File: config.mk
export PLATFORM = sky130hd
export DESIGN_NAME = positional_list_store_unit
export DESIGN_NICKNAME = d
export VERILOG_FILES = /design/src/rtl/pls_pkg.sv /design/src/rtl/pls_cell.sv /design/src/rtl/positional_list_store_unit.sv
export SDC_FILE = /design/constraint.sdc
export NUM_CORES = 1
export LEC_CHECK = 0
export ABC_CLOCK_PERIOD_IN_PS = 7600
export BUFFER_PORTS_ARGS = -buffer_cell sky130_fd_sc_hd__buf_2
export CORE_MARGIN = 2
export CORE_UTILIZATION = 41
export CTS_CLUSTER_DIAMETER = 30
export DETAILED_ROUTE_END_ITERATION = 8
export GPL_TIMING_DRIVEN = 0
export HOLD_SLACK_MARGIN = 0.12
export PLACE_DENSITY = 0.66
export REMOVE_ABC_BUFFERS = 1
export SYNTH_ARGS = -nofsm -noshare
export SYNTH_HDL_FRONTEND = slang
export SYNTH_SLANG_ARGS = --single-unit
File: constraint.sdc
create_clock -name clk -period 7.6 [get_ports clk]
set_clock_uncertainty 0.2 [all_clocks]
set_input_delay 1.14 -clock clk [delete_from_list [all_inputs] [get_ports clk]]
set_output_delay 1.14 -clock clk [all_outputs]
set_load 0.03 [all_outputs]
File: src/rtl/pls_pkg.sv
// Package for the positional list store: sizes, command and status codes,
// and the per-cell control word. No dependencies.
package pls_pkg;

  localparam int CAPACITY    = 16;
  localparam int VALUE_WIDTH = 32;
  localparam int CMD_W       = 2;
  localparam int POS_W       = 5;
  localparam int COUNT_W     = $clog2(CAPACITY + 1);
  localparam int IDX_W       = $clog2(CAPACITY);
  localparam int STATUS_W    = 2;
  localparam int IN_BITS     = CMD_W + POS_W + VALUE_WIDTH;
  localparam int IN_TDATA_W  = ((IN_BITS + 7) / 8) * 8;
  localparam int OUT_BITS    = VALUE_WIDTH + COUNT_W + STATUS_W;
  localparam int OUT_TDATA_W = ((OUT_BITS + 7) / 8) * 8;

  typedef enum logic [CMD_W-1:0] {
    CMD_GET    = 2'd0,
    CMD_INSERT = 2'd1,
    CMD_REMOVE = 2'd2
  } cmd_t;

  typedef enum logic [STATUS_W-1:0] {
    ST_OK     = 2'd0,
    ST_BADPOS = 2'd1,
    ST_FULL   = 2'd2
  } status_t;

  // What a cell loads in the current cycle; all low means hold.
  typedef struct packed {
    logic take_new;
    logic take_left;
    logic take_right;
  } cell_ctl_t;

endpackage

File: src/rtl/pls_cell.sv
// One storage cell of the list row: holds one element and loads the new
// value or a neighbor's element under control of the row decoder. Uses pls_pkg.
module pls_cell (
  input  logic                            clk,
  input  pls_pkg::cell_ctl_t              ctl,
  input  logic [pls_pkg::VALUE_WIDTH-1:0] new_value,
  input  logic [pls_pkg::VALUE_WIDTH-1:0] left_data,
  input  logic [pls_pkg::VALUE_WIDTH-1:0] right_data,
  output logic [pls_pkg::VALUE_WIDTH-1:0] data
);
  import pls_pkg::*;

  logic [VALUE_WIDTH-1:0] data_r;
  logic [VALUE_WIDTH-1:0] data_nxt;

  always_comb begin
    data_nxt = data_r;
    if (ctl.take_new) begin
      data_nxt = new_value;
    end else if (ctl.take_left) begin
      data_nxt = left_data;
    end else if (ctl.take_right) begin
      data_nxt = right_data;
    end
  end

  always_ff @(posedge clk) begin
    data_r <= data_nxt;
  end

  assign data = data_r;

endmodule

File: src/rtl/positional_list_store_unit.sv
// Top level of the positional list store: command decode, the row of
// pls_cell elements, element count and the output register. Uses pls_pkg.
//
// Usage:
//   Input words carry a command (get, insert, remove), a position and, for
//   insert, a value. Each accepted word yields exactly one output word with
//   the element read (get/remove, else zero), the element count after the
//   command and a status (ok, bad position, list full).
//   The result is registered into the output register as the input word is
//   accepted. Throughput: one word per cycle while results are taken. All
//   cells load in the same cycle, so insert and remove shift the whole row at
//   once. The single output register parts the two sides: a new word is taken
//   when it is empty or while the held result is being taken in the same cycle.
//   When the receiver stalls, the result holds and in_tready drops until it
//   is taken; no word is lost or repeated.
//   Reset (rst_n low, synchronous) empties the list and drops the output
//   valid. Cell contents are not cleared; only elements below the count
//   are ever read.
module positional_list_store_unit (
  input  logic                            clk,
  input  logic                            rst_n,
  input  logic                            in_tvalid,
  output logic                            in_tready,
  // [1:0] command, [6:2] position, [38:7] new_value, [39] zero
  input  logic [pls_pkg::IN_TDATA_W-1:0]  in_tdata,
  output logic                            out_tvalid,
  input  logic                            out_tready,
  // [31:0] read_value, [36:32] element_count, [38:37] status, [39] zero
  output logic [pls_pkg::OUT_TDATA_W-1:0] out_tdata
);
  import pls_pkg::*;

  logic [CMD_W-1:0]       in_cmd;
  logic [POS_W-1:0]       in_pos;
  logic [VALUE_WIDTH-1:0] in_value;
  logic                   in_fire;
  logic                   ins_ok;
  logic                   rem_ok;

  logic [COUNT_W-1:0]     count_r;
  logic [COUNT_W-1:0]     count_nxt;
  logic                   out_valid_r;
  logic [VALUE_WIDTH-1:0] out_read_r;
  logic [VALUE_WIDTH-1:0] out_read_nxt;
  logic [COUNT_W-1:0]     out_count_r;
  status_t                out_status_r;
  status_t                status_nxt;

  cell_ctl_t              ctl     [CAPACITY];
  logic [VALUE_WIDTH-1:0] cell_q  [CAPACITY];
  logic [VALUE_WIDTH-1:0] cell_rd;
  logic                   pos_in_list;

  assign in_cmd   = in_tdata[CMD_W-1:0];
  assign in_pos   = in_tdata[CMD_W+POS_W-1:CMD_W];
  assign in_value = in_tdata[IN_BITS-1:CMD_W+POS_W];

  assign in_tready = !out_valid_r || out_tready;
  assign in_fire   = in_tvalid && in_tready;

  assign pos_in_list = {1'b0, in_pos} < {1'b0, COUNT_W'(count_r)};
  assign ins_ok = in_fire && (in_cmd == CMD_INSERT)
                  && ({1'b0, in_pos} <= {1'b0, COUNT_W'(count_r)})
                  && (count_r < COUNT_W'(CAPACITY));
  assign rem_ok = in_fire && (in_cmd == CMD_REMOVE) && pos_in_list;

  // Row of cells: insert shifts up from the position, remove shifts down.
  for (genvar gi = 0; gi < CAPACITY; gi++) begin : g_row
    logic [VALUE_WIDTH-1:0] left_d;
    logic [VALUE_WIDTH-1:0] right_d;

    assign ctl[gi].take_new   = ins_ok && (in_pos == POS_W'(gi));
    assign ctl[gi].take_left  = ins_ok && (in_pos < POS_W'(gi));
    assign ctl[gi].take_right = rem_ok && (in_pos <= POS_W'(gi));

    if (gi == 0) begin : g_first
      assign left_d = '0;
    end else begin : g_mid_l
      assign left_d = cell_q[gi-1];
    end
    if (gi == CAPACITY - 1) begin : g_last
      assign right_d = '0;
    end else begin : g_mid_r
      assign right_d = cell_q[gi+1];
    end

    pls_cell u_cell (
      .clk        (clk),
      .ctl        (ctl[gi]),
      .new_value  (in_value),
      .left_data  (left_d),
      .right_data (right_d),
      .data       (cell_q[gi])
    );
  end

  assign cell_rd = cell_q[in_pos[IDX_W-1:0]];

  always_comb begin
    count_nxt    = count_r;
    out_read_nxt = '0;
    status_nxt   = ST_OK;
    case (in_cmd)
      CMD_GET: begin
        if (pos_in_list) begin
          out_read_nxt = cell_rd;
        end else begin
          status_nxt = ST_BADPOS;
        end
      end
      CMD_INSERT: begin
        if ({1'b0, in_pos} > {1'b0, COUNT_W'(count_r)}) begin
          status_nxt = ST_BADPOS;
        end else if (count_r >= COUNT_W'(CAPACITY)) begin
          status_nxt = ST_FULL;
        end else begin
          count_nxt = count_r + COUNT_W'(1);
        end
      end
      CMD_REMOVE: begin
        if (pos_in_list) begin
          out_read_nxt = cell_rd;
          count_nxt    = count_r - COUNT_W'(1);
        end else begin
          status_nxt = ST_BADPOS;
        end
      end
      default: begin
        status_nxt = ST_BADPOS;
      end
    endcase
  end

  always_ff @(posedge clk) begin
    if (!rst_n) begin
      count_r     <= '0;
      out_valid_r <= 1'b0;
    end else begin
      if (in_fire) begin
        count_r     <= count_nxt;
        out_valid_r <= 1'b1;
      end else if (out_tready) begin
        out_valid_r <= 1'b0;
      end
    end
  end

  always_ff @(posedge clk) begin
    if (in_fire) begin
      out_read_r   <= out_read_nxt;
      out_count_r  <= count_nxt;
      out_status_r <= status_nxt;
    end
  end

  assign out_tvalid = out_valid_r;
  assign out_tdata  = OUT_TDATA_W'({out_status_r, out_count_r, out_read_r});

  // Checks

  a_count_bound: assert property (@(posedge clk) disable iff (!rst_n)
    count_r <= COUNT_W'(CAPACITY))
    else $error("element count above capacity");

  a_full_status: assert property (@(posedge clk) disable iff (!rst_n)
    (out_valid_r && (out_status_r == ST_FULL)) |-> (out_count_r == COUNT_W'(CAPACITY)))
    else $error("full status with list not full");

  a_error_zero: assert property (@(posedge clk) disable iff (!rst_n)
    (out_valid_r && (out_status_r != ST_OK)) |-> (out_read_r == '0))
    else $error("error result carries nonzero data");

  a_insert_count: assert property (@(posedge clk) disable iff (!rst_n)
    ins_ok |=> (count_r == $past(count_r) + COUNT_W'(1)))
    else $error("insert did not grow the count");

endmodule

# Yosys cells after proc, flatten, opt, wreduce, memory -nomap -nowiden
# Index checks and enable logic that the tools add are counted.
[totals]
reg_bits = 557
inputBits = 44
out_inout_bits = 42
wordCells = 217
[op_classes]
addsub = 2
n_lt_le_gt_ge = 38
eq_ne = 17
muxes = 61
n_bitwise = 1
n_reduce_logical = 77
[ops]
columns = ["operator", "count"]
rows = [
  ["$mux 32", 50],
  ["$bmux 32 s4", 1],
  ["$logic_and 1x1->1", 54],
  ["$reduce_bool 3->1", 16],
  ["$eq 5x4->1 const B", 8],
  ["$le 5x4->1 const B", 8],
  ["$lt 5x4->1 const B", 8],
  ["$eq 5x3->1 const B", 4],
  ["$le 5x3->1 const B", 4],
  ["$lt 5x3->1 const B", 4],
  ["$mux 5", 3],
  ["$eq 5x2->1 const B", 2],
  ["$ge 5x5->1 const B", 2],
  ["$le 5x1->1 const B", 2],
  ["$le 5x2->1 const B", 2],
  ["$lt 5x1->1 const B", 2],
  ["$lt 5x2->1 const B", 2],
  ["$pmux 5 s2", 1],
  ["$add 5x1->5 const B", 1],
  ["$eq 5x1->1 const B", 1],
  ["$gt 5x5->1", 1],
  ["$le 5x5->1", 1],
  ["$logic_not 5->1", 1],
  ["$lt 5x5->1", 1],
  ["14 further kinds", 17],
]

# Logic depth before layout (Yosys ltp)
[depth]
depth_word = 9
depth_mapped = 14
depth_no_buf = 8

# Cells and area by module
# A second synthesis with hierarchy kept.
[hier_totals]
hier_cells = 2709
hier_area_um2 = 33313.2
[by_module_without_submodules]
columns = ["module", "instances", "cells_per_inst", "area_each_um2", "seq_area_each_um2"]
rows = [
  ["pls_cell", 16, 140, 1672.9, 960.9],
  ["positional_list_store_unit", 1, 469, 6547.5, 1291.2],
]

# Least setup slack after synthesis
# OpenSTA, ideal clock, no wires.
[synth_timing]
path_type = "input port to flip-flop"
startpoint = "input in_tdata[2] (netlist name)"
endpoint = "register g_row[11].u_cell.data_r[0] (enable)"
setup_time_ns = 0.468
arrival_time_ns = 5.325
required_time_ns = 6.932
slack_ns = 1.607
path_stages = 13
path_buffers = 5
cell_sequence = "buf_2 buf_2 buf_4 inv_1 ha_1 nor2b_1 o31ai_4 a21oi_4 buf_6 buf_6 nand2_1 nand2_1 nor3b_1"
[synth_between]
elab_chain_len = 5
elab_cells_between_ends = 12
cone_classes = "order compare: 4; eq/ne: 1; reduce/logical: 7"
[synth_lines]
columns = ["item", "line", "text"]
rows = [
  ["from (decl)", "positional_list_store_unit.sv:25", "input logic [pls_pkg::IN_TDATA_W-1:0] in_tdata,"],
  ["$le 5x5->1", "positional_list_store_unit.sv:63", "&& ({1'b0, in_pos} <= {1'b0, COUNT_W'(count_r)})"],
  ["$logic_and 1x1->1", "positional_list_store_unit.sv:63", ""],
  ["$logic_and 1x1->1", "positional_list_store_unit.sv:64", "&& (count_r < COUNT_W'(CAPACITY));"],
  ["$logic_and 1x1->1, on equally long branches", "positional_list_store_unit.sv:73, positional_list_store_unit.sv:72", ""],
  ["$reduce_bool 3->1 (no line) *", "-", ""],
  ["to (signal assigned)", "pls_cell.sv:28", "data_r <= data_nxt;"],
  ["to (decl)", "pls_cell.sv:13", "logic [VALUE_WIDTH-1:0] data_r;"],
]
# Mark *: on every way between the ends. The rest lies on a longest branch, timed or not.
# A chain may end at the register's enable or synchronous reset.

# Final worst setup path
[layout_timing]
startpoint = "input in_tdata[2] (netlist name)"
endpoint = "register g_row[11].u_cell.data_r[4] (enable)"
# The elaborated chain is that of the path after synthesis.

==> metrics.yaml <==
place:
  portBuffers: 83
  pre_cts_slack_ns: 1.177
  gp_congestion: 0.8191
  post_dp_cell_area_sq_um: 33730
  dp_hpwl_um: 67040
timing:
  period_needed_ns: 5.494
  fin_crit_sh_pct: 72.28
  worst-slew-pin-transition_ns: 1.322
  setup_ws_ns: 2.106
  fmax_mhz: 182.0
  report.final.slew_viol_count: 0
  finalSetupViolations: 0
  grt_setup_unrepaired: "no"
  hold_viol: 0
  slew_headroom_pct: 11.66
global_routing:
  grt_pass1_vias: 24770
  grt_max_degree: 84
  antenna_found_initial: 5
  grt_usage_pct: 26.97
  grt_pass1_wl_um: 157300
  grt_overflow: 0
finish:
  mostFrequentLayoutCells: "edfxtp_1, nand2_1, nor2_1"
  design_area_sq_um: 38120
  final_common_cell: "edfxtp_1"
  seq_area_sq_um: 16670
  layout-drive-gt1-share_pct: 21.27
  fin_nets: 2779
  syn2layout_area_growth_pct: 22.73
  fillers: 6096
  multi_input_area_sq_um: 13510
synth:
  postSynthAreaPerCell_sq_um: 11.73
  synth_top_area_share_pct: 53.27
  syn_inst: 2647
  ys_types: 66
  async_flop_share_pct: 0
  synth_edf_count: 551
  syn-cell-area_sq_um: 31060
  ys_seq_area_share_pct: 53.66
  ys_seq_elements: 557
  synth_flop_cell: "edfxtp_1"
  post-synth-top-area-cell: "edfxtp_1"
  yosys_warnings: 0
  yosys-top-cells-area: "edfxtp_1, mux4_2, mux2i_1"
worst_setup_path:
  critPathMaxStageDelay_ns: 1.03
  setup.worst_path.start: "in_tdata[2]"
  slowest_stage: "a21oi_4"
  worstPathMaxFanout: 57
  path_cells: "buf_8 -> buf_16 -> inv_1 -> ha_1 -> nor2b_1 -> o31ai_4 -> a21oi_4 -> nand2_1 -> nand2_1 -> nor3b_2 -> buf_6 -> buf_6 -> buf_6"
  ff2ff_setup_slack_ns: 2.63
  path_class: "in -> reg"
  end_kind: "flip-flop"
  worstPathArrival_ns: 5.77
  crit_top_cell: "buf_6"
  r2r_cells: 11
  crit_path_start_kind: "input port"
  cp.required_ns: 7.87
  regToRegStartpoint: "count_r[4]"
clocking:
  cts_tree: "built"
  cts_buffers: 135
  path_clk_slew_ns: 0.05
  post_cts_resized: 0
  h-tree-depth: 4
  cts_setup_buffers: 0
  clockBufferDepth: 3
  cts_root_buf: "clkbuf_16"
  hold_buffers: 0
  clock-sinks: 557
  insertion_delay_ns: 0.72
routing:
  avgViaCountPerCell: 6.592
  drt-total-wl_um: 106200
  vias: 25040
  avgRoutedWirePerCell_um: 27.94
  drc: 0
  ant_nets: 0
  dr.pass1.iters: 6
  drtIter0Drc: 3557
power:
  peakVddDrop_mv: 0.2297
  powerDensity_nw_per_um2: 250.7
  leakagePower_nw: 13.68
  finalPower_w: 0.009555
floorplan:
  start_util_pct: 41.58
  pin_count: 86
  coreArea_sq_um: 74700
  fp.dieH_um: 279.2
  die_area_sq_um: 77970
  die_w_um: 279.2
  rows: 100
min_path:
  holdPathStages: 2
  hp-class: "reg -> reg"
  min-delay-start: "count_r[3]"
job:
  max_cap_viol_count: 0
outcome:
  outcome: "complete, no violations"
==> metrics by stage <==
step | TNS (ns) | util [%] | instances | hold WS (ns)
finish | 0 | 51.03 | 3799 | 0.3765
global route | 0 | 51.02 | 3796 | 0.4102
CTS | 0 | 50.97 | 3793 | 0.3649
detailed placement | 0 | 45.15 | 3554 | 0.3619
global placement | -3739.51 | 42.31 | 3455 | 0.3560
floorplan | -18.05 | - | 2403 | 0.3107
==> worst max-delay path: cells and delay by family <==
family | cells | cell delay, ns
AND/OR/NAND/NOR | 4 | 1.70
adder cells (fa/ha/maj) | 1 | 0.24
AO/OA/AOI/OAI | 2 | 1.16
buffers and inverters | 6 | 1.41
==> layer usage <==
layer / up-vias / wire length (um) / track usage, %
met5: - / 15 / 0
met3: 376 / 15580 / 8.803
met1: 12280 / 40430 / 36.64
met4: 2 / 4607 / 13.61
li1: 10310 / - / -
met2: 2073 / 45520 / 38.63
==> layout make-up <==
cell class	count	share of cell area [%]
clock inverters	73	2.009
well taps	969	3.181
diodes	5	0.03282
flip-flops and latches	557	43.72
multi-input cells	1832	35.43
inverters	14	0.1411
clock buffers	166	9.391
repair buffers	183	6.089
==> power breakdown <==
group	switching [W]	leakage (nW)	total (W)	internal, W
Clock	0.00182	2.10	0.00555	0.00373
Sequential	0.0000279	5.08	0.00344	0.00341
Combinational	0.000355	6.50	0.000567	0.000212
Total	0.00220	13.7	0.00955	0.00735
==> path summary, 6_finish.rpt <==
kind	endpoint
setup / recovery	g_row[11].u_cell.data[4]
hold / removal	count_r[3]
hold reg to reg	count_r[3]
setup reg to reg	g_row[11].u_cell.data[4]
==> Yosys cell counts (9+ instances only) <==
cell type  instances
edfxtp_1         551
nand2_1          428
nor2_1           214
mux2i_1          195
o21ai_1          195
a21oi_1          174
a22oi_1          161
mux4_2           160
clkbuf_1         143
buf_2             79
o21ai_0           73
a31oi_1           64
nor2b_1           34
mux2_1            28
ha_1              12
inv_1             10
buf_1              9
==> cell families after synthesis <==
family                   Yosys count  share of synthesized area, %
buffers and inverters            258                         3.654
adder cells (fa/ha/maj)           12                        0.4834
multiplexers                     387                         19.05
XOR/XNOR                           1                       0.02820
other                              1                       0.01207
flip-flops                       557                         53.66
AND/OR/NAND/NOR                  737                         10.01
AO/OA/AOI/OAI                    694                         13.10
==> sequential cells by signal (all words and copies together) (netlist names) <==
signal             count
out_count_r            5
out_read_r            32
out_status_r           2
g_row.u_cell.data    512
count_r                5
out_tvalid             1
No activity file was read; power rests on OpenSTA's default activity.
